==> src/design/pid_position_delta_clamped_assert.svh <==
// ----------------------------------------------------------------------------
// PID controller assertion macros
// Clocked assertion wrappers shared by the controller RTL.
// ----------------------------------------------------------------------------
`ifndef PID_POSITION_DELTA_CLAMPED_ASSERT_SVH
`define PID_POSITION_DELTA_CLAMPED_ASSERT_SVH

// check outside reset
`define PIDPDC_ASSERT(lbl, prop, msg) \
   lbl: assert property (@(posedge clock) disable iff (reset) prop) else $error(msg);

// check on every edge, reset included
`define PIDPDC_ASSERT_ALWAYS(lbl, prop, msg) \
   lbl: assert property (@(posedge clock) prop) else $error(msg);

`endif

==> src/design/pidpdc_pkg.sv <==
// ----------------------------------------------------------------------------
// PID controller package
// Register map, mode codes, configuration struct and clamp helpers.
// ----------------------------------------------------------------------------
package pidpdc_pkg;

   localparam int CSR_INDEX_WIDTH = 3;
   localparam int CSR_DATA_WIDTH  = 31;
   localparam int GAIN_WIDTH      = 16;
   localparam int LIMIT_WIDTH     = 31;
   localparam int DRIVE_WIDTH     = 32;
   localparam int CLAMP_WIDTH     = 64;

   typedef enum logic [CSR_INDEX_WIDTH-1:0] {
      CSR_MODE_SELECT    = 3'd0,
      CSR_GAIN_P         = 3'd1,
      CSR_GAIN_I         = 3'd2,
      CSR_GAIN_D         = 3'd3,
      CSR_OUTPUT_LIMIT   = 3'd4,
      CSR_INTEGRAL_LIMIT = 3'd5
   } csr_index_type;

   localparam logic MODE_POSITIONAL  = 1'b0;
   localparam logic MODE_INCREMENTAL = 1'b1;
   localparam logic ACTION_STEP      = 1'b0;
   localparam logic ACTION_CLEAR     = 1'b1;

   typedef struct packed {
      logic                          mode_select;
      logic signed [GAIN_WIDTH-1:0]  gain_p;
      logic signed [GAIN_WIDTH-1:0]  gain_i;
      logic signed [GAIN_WIDTH-1:0]  gain_d;
      logic [LIMIT_WIDTH-1:0]        output_limit;
      logic [LIMIT_WIDTH-1:0]        integral_limit;
   } cfg_type;

   // symmetric clamp to +/-lim
   function automatic logic signed [DRIVE_WIDTH-1:0] clamp_sym(
      input logic signed [CLAMP_WIDTH-1:0] x,
      input logic [LIMIT_WIDTH-1:0]        lim
   );
      logic signed [CLAMP_WIDTH-1:0] lim_s;
      logic signed [CLAMP_WIDTH-1:0] res;
      lim_s = $signed({{(CLAMP_WIDTH-LIMIT_WIDTH){1'b0}}, lim});
      if (x > lim_s) begin
         res = lim_s;
      end else if (x < -lim_s) begin
         res = -lim_s;
      end else begin
         res = x;
      end
      return res[DRIVE_WIDTH-1:0];
   endfunction

   // saturate to the 32-bit signed range
   function automatic logic signed [DRIVE_WIDTH-1:0] sat32(
      input logic signed [CLAMP_WIDTH-1:0] x
   );
      logic signed [CLAMP_WIDTH-1:0] hi;
      logic signed [CLAMP_WIDTH-1:0] lo;
      logic signed [CLAMP_WIDTH-1:0] res;
      hi = CLAMP_WIDTH'(64'sh0000_0000_7FFF_FFFF);
      lo = -hi - CLAMP_WIDTH'(64'sd1);
      if (x > hi) begin
         res = hi;
      end else if (x < lo) begin
         res = lo;
      end else begin
         res = x;
      end
      return res[DRIVE_WIDTH-1:0];
   endfunction

endpackage

==> src/design/pidpdc_if.sv <==
// ----------------------------------------------------------------------------
// PID controller channels
// Request channel (action and samples) and response channel (drive value).
// ----------------------------------------------------------------------------
interface pidpdc_req_if #(
   parameter int SAMPLE_WIDTH = 16
);
   logic                           valid;
   logic                           ready;
   logic                           action;
   logic signed [SAMPLE_WIDTH-1:0] setpoint;
   logic signed [SAMPLE_WIDTH-1:0] measured;

   modport source (output valid, action, setpoint, measured, input ready);
   modport sink   (input valid, action, setpoint, measured, output ready);
endinterface

interface pidpdc_rsp_if;
   logic               valid;
   logic               ready;
   logic signed [31:0] drive;

   modport source (output valid, drive, input ready);
   modport sink   (input valid, drive, output ready);
endinterface

==> src/design/pidpdc_core.sv <==
// ----------------------------------------------------------------------------
// PID controller core
// Controller state and the single-pass positional / incremental update.
// ----------------------------------------------------------------------------
module pidpdc_core
   import pidpdc_pkg::*;
#(
   parameter int SAMPLE_WIDTH = 16
) (
   input  logic                             clock,
   input  logic                             reset,
   input  cfg_type                          cfg,
   input  logic                             step_fire,
   input  logic                             step_clear,
   input  logic signed [SAMPLE_WIDTH:0]     step_error,
   output logic signed [DRIVE_WIDTH-1:0]    drive_in
);

   localparam int EW   = SAMPLE_WIDTH + 1;
   localparam int D1W  = EW + 1;
   localparam int D2W  = EW + 2;
   localparam int PW   = GAIN_WIDTH + D2W;
   localparam int SUMW = PW + 3;

   logic signed [EW-1:0]          err_last_ff, err_last_in;
   logic signed [EW-1:0]          err_prev_ff, err_prev_in;
   logic signed [DRIVE_WIDTH-1:0] integ_ff, integ_in;
   logic signed [DRIVE_WIDTH-1:0] held_ff;

   logic signed [D1W-1:0]  d1;
   logic signed [D2W-1:0]  d2;
   logic signed [D2W-1:0]  op_p;
   logic signed [D2W-1:0]  op_d;
   logic signed [PW-1:0]   mul_p;
   logic signed [PW-1:0]   mul_i;
   logic signed [PW-1:0]   mul_d;
   logic signed [SUMW-1:0] integ_sum;
   logic signed [SUMW-1:0] out_sum;
   logic signed [DRIVE_WIDTH-1:0] integ_step;

   assign d1 = D1W'(step_error) - D1W'(err_last_ff);
   assign d2 = D2W'(step_error) - (D2W'(err_last_ff) <<< 1) + D2W'(err_prev_ff);

   assign op_p = (cfg.mode_select == MODE_POSITIONAL) ? D2W'(step_error) : D2W'(d1);
   assign op_d = (cfg.mode_select == MODE_POSITIONAL) ? D2W'(d1) : d2;

   assign mul_p = PW'(cfg.gain_p) * PW'(op_p);
   assign mul_i = PW'(cfg.gain_i) * PW'(step_error);
   assign mul_d = PW'(cfg.gain_d) * PW'(op_d);

   always_comb begin
      integ_sum  = SUMW'(integ_ff) + SUMW'(mul_i);
      integ_step = '0;
      out_sum    = '0;
      drive_in   = '0;
      if (cfg.mode_select == MODE_POSITIONAL) begin
         integ_step = clamp_sym(CLAMP_WIDTH'(integ_sum), cfg.integral_limit);
         out_sum    = SUMW'(mul_p) + SUMW'(integ_step) + SUMW'(mul_d);
      end else begin
         integ_step = sat32(CLAMP_WIDTH'(mul_i));
         out_sum    = SUMW'(held_ff) + SUMW'(mul_p) + SUMW'(mul_i) + SUMW'(mul_d);
      end
      drive_in = clamp_sym(CLAMP_WIDTH'(out_sum), cfg.output_limit);
      if (step_clear == ACTION_CLEAR) begin
         drive_in = '0;
      end
   end

   always_comb begin
      err_last_in = step_error;
      err_prev_in = err_last_ff;
      integ_in    = integ_step;
      if (step_clear == ACTION_CLEAR) begin
         err_last_in = '0;
         err_prev_in = '0;
         integ_in    = '0;
      end
   end

   always_ff @(posedge clock) begin
      if (reset) begin
         err_last_ff <= '0;
         err_prev_ff <= '0;
         integ_ff    <= '0;
         held_ff     <= '0;
      end else if (step_fire) begin
         err_last_ff <= err_last_in;
         err_prev_ff <= err_prev_in;
         integ_ff    <= integ_in;
         held_ff     <= drive_in;
      end
   end

endmodule

==> src/design/pid_position_delta_clamped.sv <==
// ----------------------------------------------------------------------------
// PID controller, positional and incremental, with clamping
// Top level: register port, input stage, controller core, output stage.
// ----------------------------------------------------------------------------
// Usage:
//   Write the six registers through csr_* while the block is idle: mode,
//   gains Kp/Ki/Kd (signed Q8.8), output and integral limits (Q.8).
//   Each req beat carries an action and a setpoint/measured pair; action
//   clear zeroes the controller state and answers with a drive of 0,
//   action step runs one control update and answers with the drive value.
//   Exactly one rsp beat follows every req beat, in order.
//   The error is formed in the input stage; the full update runs from there
//   into the output register. Throughput: one beat per cycle while rsp is
//   not stalled, set by the single update path of subtract, three
//   multiplies, adds and clamps.
//   A stalled rsp holds its beat; the input stage keeps taking one more
//   beat, after which req ready drops until rsp is taken.
//   Reset clears registers, controller state and both stages.
// ----------------------------------------------------------------------------
`include "pid_position_delta_clamped_assert.svh"

module pid_position_delta_clamped
   import pidpdc_pkg::*;
#(
   parameter int SAMPLE_WIDTH = 16
) (
   input  logic                       clock,
   input  logic                       reset,
   input  logic                       csr_write_enable,
   input  logic [CSR_INDEX_WIDTH-1:0] csr_index,
   input  logic [CSR_DATA_WIDTH-1:0]  csr_write_data,
   pidpdc_req_if.sink                 req_chan,
   pidpdc_rsp_if.source               rsp_chan
);

   localparam int EW = SAMPLE_WIDTH + 1;

   cfg_type cfg_ff, cfg_in;

   logic                          stage_valid_ff;
   logic                          stage_clear_ff;
   logic signed [EW-1:0]          stage_error_ff;
   logic                          rsp_valid_ff;
   logic signed [DRIVE_WIDTH-1:0] rsp_drive_ff;
   logic signed [DRIVE_WIDTH-1:0] drive_in;
   logic                          advance;
   logic                          req_take;

   // register writes
   always_comb begin
      cfg_in = cfg_ff;
      case (csr_index_type'(csr_index))
         CSR_MODE_SELECT:    cfg_in.mode_select    = csr_write_data[0];
         CSR_GAIN_P:         cfg_in.gain_p         = csr_write_data[GAIN_WIDTH-1:0];
         CSR_GAIN_I:         cfg_in.gain_i         = csr_write_data[GAIN_WIDTH-1:0];
         CSR_GAIN_D:         cfg_in.gain_d         = csr_write_data[GAIN_WIDTH-1:0];
         CSR_OUTPUT_LIMIT:   cfg_in.output_limit   = csr_write_data[LIMIT_WIDTH-1:0];
         CSR_INTEGRAL_LIMIT: cfg_in.integral_limit = csr_write_data[LIMIT_WIDTH-1:0];
         default:            cfg_in = cfg_ff;
      endcase
   end

   always_ff @(posedge clock) begin
      if (reset) begin
         cfg_ff <= '0;
      end else if (csr_write_enable) begin
         cfg_ff <= cfg_in;
      end
   end

   // pipeline control
   assign advance        = stage_valid_ff && (!rsp_valid_ff || rsp_chan.ready);
   assign req_chan.ready = !stage_valid_ff || advance;
   assign req_take       = req_chan.valid && req_chan.ready;

   always_ff @(posedge clock) begin
      if (reset) begin
         stage_valid_ff <= 1'b0;
      end else if (req_chan.ready) begin
         stage_valid_ff <= req_chan.valid;
      end
   end

   always_ff @(posedge clock) begin
      if (req_take) begin
         stage_clear_ff <= req_chan.action;
         stage_error_ff <= EW'(req_chan.setpoint) - EW'(req_chan.measured);
      end
   end

   pidpdc_core #(
      .SAMPLE_WIDTH (SAMPLE_WIDTH)
   ) u_core (
      .clock      (clock),
      .reset      (reset),
      .cfg        (cfg_ff),
      .step_fire  (advance),
      .step_clear (stage_clear_ff),
      .step_error (stage_error_ff),
      .drive_in   (drive_in)
   );

   // output register
   always_ff @(posedge clock) begin
      if (reset) begin
         rsp_valid_ff <= 1'b0;
      end else if (advance) begin
         rsp_valid_ff <= 1'b1;
      end else if (rsp_chan.ready) begin
         rsp_valid_ff <= 1'b0;
      end
   end

   always_ff @(posedge clock) begin
      if (advance) begin
         rsp_drive_ff <= drive_in;
      end
   end

   assign rsp_chan.valid = rsp_valid_ff;
   assign rsp_chan.drive = rsp_drive_ff;

   `PIDPDC_ASSERT(a_clear_gives_zero, advance && stage_clear_ff == ACTION_CLEAR |=> rsp_valid_ff && rsp_drive_ff == '0, "clear beat did not return zero drive")
   `PIDPDC_ASSERT(a_ready_when_out_free, !rsp_valid_ff |-> req_chan.ready, "input stalled with free output register")
   `PIDPDC_ASSERT(a_stage_held, stage_valid_ff && !advance |=> stage_valid_ff && $stable(stage_error_ff), "stalled input stage lost its beat")
   `PIDPDC_ASSERT_ALWAYS(a_reset_empties, reset |=> !rsp_valid_ff && !stage_valid_ff, "pipeline not empty after reset")

endmodule
==> src/flat_wrapper.sv <==
// flat-port wrapper written by rule: the top's interface ports become plain ports
module pid_position_delta_clamped_flat import pidpdc_pkg::*;
#(
   parameter int SAMPLE_WIDTH = 16
)
  (clock, reset, csr_write_enable, csr_index, csr_write_data, req_chan_valid, req_chan_action, req_chan_setpoint, req_chan_measured, req_chan_ready, rsp_chan_valid, rsp_chan_drive, rsp_chan_ready);
  pidpdc_req_if #(.SAMPLE_WIDTH(SAMPLE_WIDTH)) req_chan_i ();
  pidpdc_rsp_if rsp_chan_i ();
  input  logic clock;
  input  logic reset;
  input  logic csr_write_enable;
  input  logic [CSR_INDEX_WIDTH-1:0] csr_index;
  input  logic [CSR_DATA_WIDTH-1:0] csr_write_data;
  input wire logic [$bits(req_chan_i.valid)-1:0] req_chan_valid;
  input wire logic [$bits(req_chan_i.action)-1:0] req_chan_action;
  input wire logic [$bits(req_chan_i.setpoint)-1:0] req_chan_setpoint;
  input wire logic [$bits(req_chan_i.measured)-1:0] req_chan_measured;
  output wire logic [$bits(req_chan_i.ready)-1:0] req_chan_ready;
  output wire logic [$bits(rsp_chan_i.valid)-1:0] rsp_chan_valid;
  output wire logic [$bits(rsp_chan_i.drive)-1:0] rsp_chan_drive;
  input wire logic [$bits(rsp_chan_i.ready)-1:0] rsp_chan_ready;
  assign req_chan_i.valid = req_chan_valid;
  assign req_chan_i.action = req_chan_action;
  assign req_chan_i.setpoint = req_chan_setpoint;
  assign req_chan_i.measured = req_chan_measured;
  assign req_chan_ready = req_chan_i.ready;
  assign rsp_chan_valid = rsp_chan_i.valid;
  assign rsp_chan_drive = rsp_chan_i.drive;
  assign rsp_chan_i.ready = rsp_chan_ready;
  pid_position_delta_clamped #(.SAMPLE_WIDTH(SAMPLE_WIDTH)) u_core (.clock(clock), .reset(reset), .csr_write_enable(csr_write_enable), .csr_index(csr_index), .csr_write_data(csr_write_data), .req_chan(req_chan_i), .rsp_chan(rsp_chan_i));
endmodule
==> config.mk <==
export PLATFORM = sky130hd
export DESIGN_NAME = pid_position_delta_clamped_flat
export DESIGN_NICKNAME = d
export VERILOG_FILES = /design/src/design/pidpdc_pkg.sv /design/src/design/pidpdc_if.sv /design/src/design/pidpdc_core.sv /design/src/design/pid_position_delta_clamped.sv /design/src/flat_wrapper.sv
export VERILOG_INCLUDE_DIRS = /design/src /design/src/design
export SDC_FILE = /design/constraint.sdc
export NUM_CORES = 2
export LEC_CHECK = 0
export ABC_AREA = 1
export ABC_CLOCK_PERIOD_IN_PS = 18700
export BUFFER_PORTS_ARGS = -buffer_cell sky130_fd_sc_hd__buf_4
export CELL_PAD_IN_SITES_DETAIL_PLACEMENT = 1
export CELL_PAD_IN_SITES_GLOBAL_PLACEMENT = 1
export CORE_MARGIN = 8
export CORE_UTILIZATION = 50
export CTS_CLUSTER_DIAMETER = 40
export DETAILED_ROUTE_END_ITERATION = 16
export GPL_ROUTABILITY_DRIVEN = 0
export PLACE_DENSITY = 0.82
export SLEW_MARGIN = 20
export SYNTH_ARGS = -nofsm -noshare
export SYNTH_HDL_FRONTEND = slang
export SYNTH_SLANG_ARGS = --single-unit
==> constraint.sdc <==
create_clock -name clock -period 18.7 [get_ports clock]
set_clock_uncertainty 0.15 [all_clocks]
set_input_delay 2.805 -clock clock [delete_from_list [all_inputs] [get_ports clock]]
set_output_delay 2.805 -clock clock [all_outputs]
set_load 0.02 [all_outputs]
==> results by stage <==
Status:
- The flow ran to the end, and the final reports show no timing, DRC or antenna violations.

Placement:
- Once placement completed, the tool counted placed cells totaling 9732.
- The number of port buffers is 105.
- The total placed instance area is 63500 um^2.
- The placed wire-length estimate after detailed placement is 201 mm.

Detailed routing:
- Dividing the detail-routed wire length by the instance count gives 24.7 um.
- The DRC violation count after routing is 0.
- The first detailed-routing pass ran for 6 iterations.
- In the routed layout, each cell is associated on average with a via count of 5.77.
- The number of DRC markers after the initial detailed-route iteration is 5101.
- In this run the remaining antenna-violating nets after routing total 0.
- The routed layout has 57100 vias.
- The aggregate routed wire length is 244 mm.

Critical path:
- Among all stages on the critical path, the largest delay is contributed by sky130_fd_sc_hd__edfxtp_1.
- The critical path data arrival time is 18200 ps.
- Together, buffers and inverters on the worst path number 12.
- The critical path in this run is classified as flop to flop.
- The startpoint of the worst-slack reg-to-reg timing path is u_core.stage_error_ff[12].
- Data on the critical path is required at its endpoint by 18970 ps.
- The start point of the critical path is u_core.stage_error_ff[12].
- The kind of cell adding the most delay to the critical path is adder cells.
- The endpoint identified for the worst register-to-register timing path is u_core.rsp_chan.drive[12].
- Setup slack on the worst reg-to-reg path comes out at 770 ps.
- The biggest fanout along the worst timing path is 48.
- The launching element type of the critical path is a flop.
- The worst reg2reg path depth is 76.
- The worst setup path is captured at a flop.
- The maximum cell stage delay along the critical path is 980 ps.
- The critical path's most frequent cell is sky130_fd_sc_hd__nand2_1.

Die:
- The floorplan step defined a core boundary enclosing 122000 um^2.
- The starting utilization of the core area is 50.4%.
- The initialized floorplan defines 128 standard-cell rows.
- The die is 366 um tall.
- The top-level I/O count is 106.
- The floorplan step defined a die boundary enclosing 134000 um^2.
- The die span in x is 366 um.

Global routing:
- Entering global routing, the biggest net connects 75 pins.
- The via count of the first global-routing pass was 62000.
- The initial antenna violation count is 12.
- Across every metal layer, demand over resource in global routing totals 35.9%.
- The total overflow left after global routing is 0.
- The first-pass GRT wire length is 373 mm.

Clock network:
- The sink count of the clock tree is 261.
- The cell sitting at the root of the clock tree is a sky130_fd_sc_hd__clkbuf_16.
- The worst-skew pair later-pin latency is 680 ps.
- The TritonCTS clock tree is built.
- The clock edge transition at the registers on the reported setup and hold paths is 50 ps.
- The H-tree generated during clock tree synthesis spans 3 levels.
- The clock passes through at most 3 buffers.
- The clock buffer count from CTS is 69.
- In this run, post-CTS hold repair placed 0 buffers.

Finish:
- From synthesis to final layout, the design area changed by 8.23%.
- The total non-filler cell area in the finished layout is 66300 um^2.
- The post-route netlist has 5.79% of its cells at a drive strength greater than 1.
- The total area of multi-input combinational cells is 47100 um^2.
- The number of nets in the layout is 9867.
- The number of fill cells in the layout is 15500.
- Registers take 5740 um^2.
- The number of standard cells in the final layout excluding fillers is 9897.

Synth:
- Synthesis inferred 261 register bits.
- The top-area cell type share of the netlist area is 32.7%.
- By area the synthesized netlist is led by sky130_fd_sc_hd__fa_1, sky130_fd_sc_hd__ha_1, sky130_fd_sc_hd__inv_1, sky130_fd_sc_hd__nand2_1, sky130_fd_sc_hd__dfxtp_1.
- Synthesis produced a netlist with a net count of 9869.
- The most common cell in the synthesized netlist is sky130_fd_sc_hd__inv_1.
- The synthesized design spends more area on one cell type than any other, namely sky130_fd_sc_hd__fa_1.
- The proportion of synthesized flip-flops having asynchronous set or reset is 0%.
- The synthesized netlist occupies a cell area of 61300 um^2.
- The gate count after technology mapping is 8207.
- Yosys mapped the design onto 64 distinct sky130hd cell types.
- In this run, synthesis inferred 50 flip-flops with an integrated enable.
- The synthesized area per cell is 7.47 um^2.
- In the synthesized netlist the dominant register cell turns out to be sky130_fd_sc_hd__dfxtp_1.
- The synthesis warning total is 0.
- By count the netlist is led by sky130_fd_sc_hd__inv_1, sky130_fd_sc_hd__nand2_1, sky130_fd_sc_hd__fa_1.
- Summing the sequential cell areas from Yosys gives 9.34% of the chip area.

Run:
- The number of violations of the max-capacitance limit is 0.

Timing:
- The worst-case headroom to the max-slew limit is 21.2%.
- The final cycle utilization of the critical path is 95.9%.
- On the final layout, the worst hold slack is 318 ps.
- The final count of negative-setup-slack endpoints is 0.
- Static timing analysis puts the maximum clock frequency at 55.8 MHz.
- For the pin with the worst max-slew slack, the measured transition is 1180 ps.
- The number of endpoints with negative hold slack in the final report is 0.
- The max-slew violation total from the final report is 0.
- The final critical delay including setup and external delays is 17930 ps.

Min path:
- In this run the most critical hold path is launched from u_core.u_core.integ_ff[17].
- For hold timing, the worst endpoint is u_core.u_core.integ_ff[17].
- The worst hold path passes through 2 cells.
- In this run the worst hold path is classified as flop to flop.
## worst max-delay path by stage
stage	end	slack, ps	depth (start not counted)
2_1_floorplan	u_core.rsp_chan.drive[11]	4660	83
3_3_place_gp	u_core.rsp_chan.drive[8]	1300	80
3_5_place_dp	u_core.rsp_chan.drive[8]	530	80
4_1_cts	u_core.rsp_chan.drive[8]	400	80
5_1_grt	u_core.rsp_chan.drive[2]	-60	79
6_report	u_core.rsp_chan.drive[12]	770	76
## cells in the final DEF (no fill, tap or decap), types with 11 or more instances in the layout
cell / synthesis / final
sky130_fd_sc_hd__xnor2_1: 77 / 76
sky130_fd_sc_hd__a21oi_2: 30 / 29
sky130_fd_sc_hd__o21ai_0: 350 / 346
sky130_fd_sc_hd__a21o_1: 12 / 12
sky130_fd_sc_hd__nor3_1: 66 / 66
sky130_fd_sc_hd__fa_1: 1002 / 1002
sky130_fd_sc_hd__edfxtp_1: 50 / 50
sky130_fd_sc_hd__buf_4: 9 / 193
sky130_fd_sc_hd__o21ai_1: 23 / 23
sky130_fd_sc_hd__nand3b_1: 12 / 12
sky130_fd_sc_hd__dfxtp_1: 211 / 202
sky130_fd_sc_hd__clkinv_1: 21 / 24
sky130_fd_sc_hd__nand2_1: 1737 / 1734
sky130_fd_sc_hd__nor2_1: 550 / 549
sky130_fd_sc_hd__o21bai_1: 39 / 39
sky130_fd_sc_hd__inv_1: 1951 / 1946
sky130_fd_sc_hd__o211ai_1: 13 / 13
sky130_fd_sc_hd__nand2_2: 9 / 12
sky130_fd_sc_hd__diode_2: 0 / 11
sky130_fd_sc_hd__o21a_1: 18 / 18
sky130_fd_sc_hd__ha_1: 588 / 588
sky130_fd_sc_hd__a21oi_1: 546 / 546
sky130_fd_sc_hd__o221ai_1: 11 / 11
sky130_fd_sc_hd__nand3_2: 36 / 38
sky130_fd_sc_hd__clkinv_2: 0 / 13
sky130_fd_sc_hd__nand3_1: 235 / 233
sky130_fd_sc_hd__nor4_1: 12 / 12
sky130_fd_sc_hd__nand4_1: 40 / 40
sky130_fd_sc_hd__or2_2: 14 / 14
sky130_fd_sc_hd__clkbuf_16: 0 / 71
sky130_fd_sc_hd__xor2_1: 155 / 154
sky130_fd_sc_hd__a31oi_1: 14 / 14
sky130_fd_sc_hd__a211oi_1: 12 / 12
## per-layer routing
| layer | share of wire [%] | vias up | global-route usage (%) |
|---|---|---|---|
| met5 | 0.016 | - | 0 |
| met4 | 6.5 | 6 | 19.9 |
| met3 | 8.8 | 764 | 7.63 |
| met2 | 46 | 2515 | 57.8 |
| met1 | 39 | 28900 | 45.0 |
| li1 | - | 24900 | - |
## repair_timing
action / CTS / global route
buffers inserted: 0 / 26
gates resized for setup: 0 / 13
endpoints found under the setup margin: 0 / 64
## worst register-to-register path: cells and delay by family, from the launching register on
kind	cells	cell delay, ps
AO/OA/AOI/OAI	17	3910
XOR/XNOR	1	580
adder cells (fa/ha/maj)	12	5320
buffers and inverters	12	1800
flip-flops	1	980
AND/OR/NAND/NOR	34	4960
## layout make-up
| type | count | area share, % |
|---|---|---|
| tap | 1625 | 3.07 |
| clock inverter | 48 | 0.907 |
| inverter | 1983 | 11.2 |
| timing repair inverter | 1 | 0.0113 |
| multi-input combinational | 5691 | 70.9 |
| timing repair buffer | 198 | 2.34 |
| antenna | 11 | 0.0415 |
| clock buffer | 79 | 2.81 |
| sequential | 261 | 8.65 |
## sequential cells by signal (all words and copies together) (netlist names), 17 cells and up
| name | cells |
|---|---|
| u_core.u_core.integ_ff | 32 |
| u_core.cfg_ff | 111 |
| u_core.stage_error_ff | 17 |
| u_core.u_core.err_last_ff | 17 |
| u_core.u_core.held_ff | 32 |
| u_core.u_core.err_prev_ff | 17 |
| u_core.rsp_chan.drive | 32 |
## through the flow
step | TNS, ps | util (%) | setup WS [ps]
6_report | 0 | 54.5 | 767
5_1_grt | -161 | 54.5 | -60.5
4_1_cts | 0 | 54.2 | 399
3_5_place_dp | 0 | 52.2 | 528
3_3_place_gp | 0 | 52.2 | 1300
2_1_floorplan | 0 | - | 4660
## logic make-up (layout without fill, tap and decap cells)
logic type | Yosys count | in the layout | synth area share (%)
xor+xnor | 232 | 232 | 3.32
buf+inv | 2255 | 2309 | 14.0
flops | 261 | 261 | 9.34
fa+ha+maj | 1590 | 1590 | 44.7
mux | 3 | 3 | 0.0490
other cells | 0 | 11 | 0
simple gates | 2743 | 2743 | 18.5
compound gates | 1123 | 1123 | 10.1
Power is not shown: default switching activity piles up to over one toggle a cycle in this logic, so the estimate is an artifact.
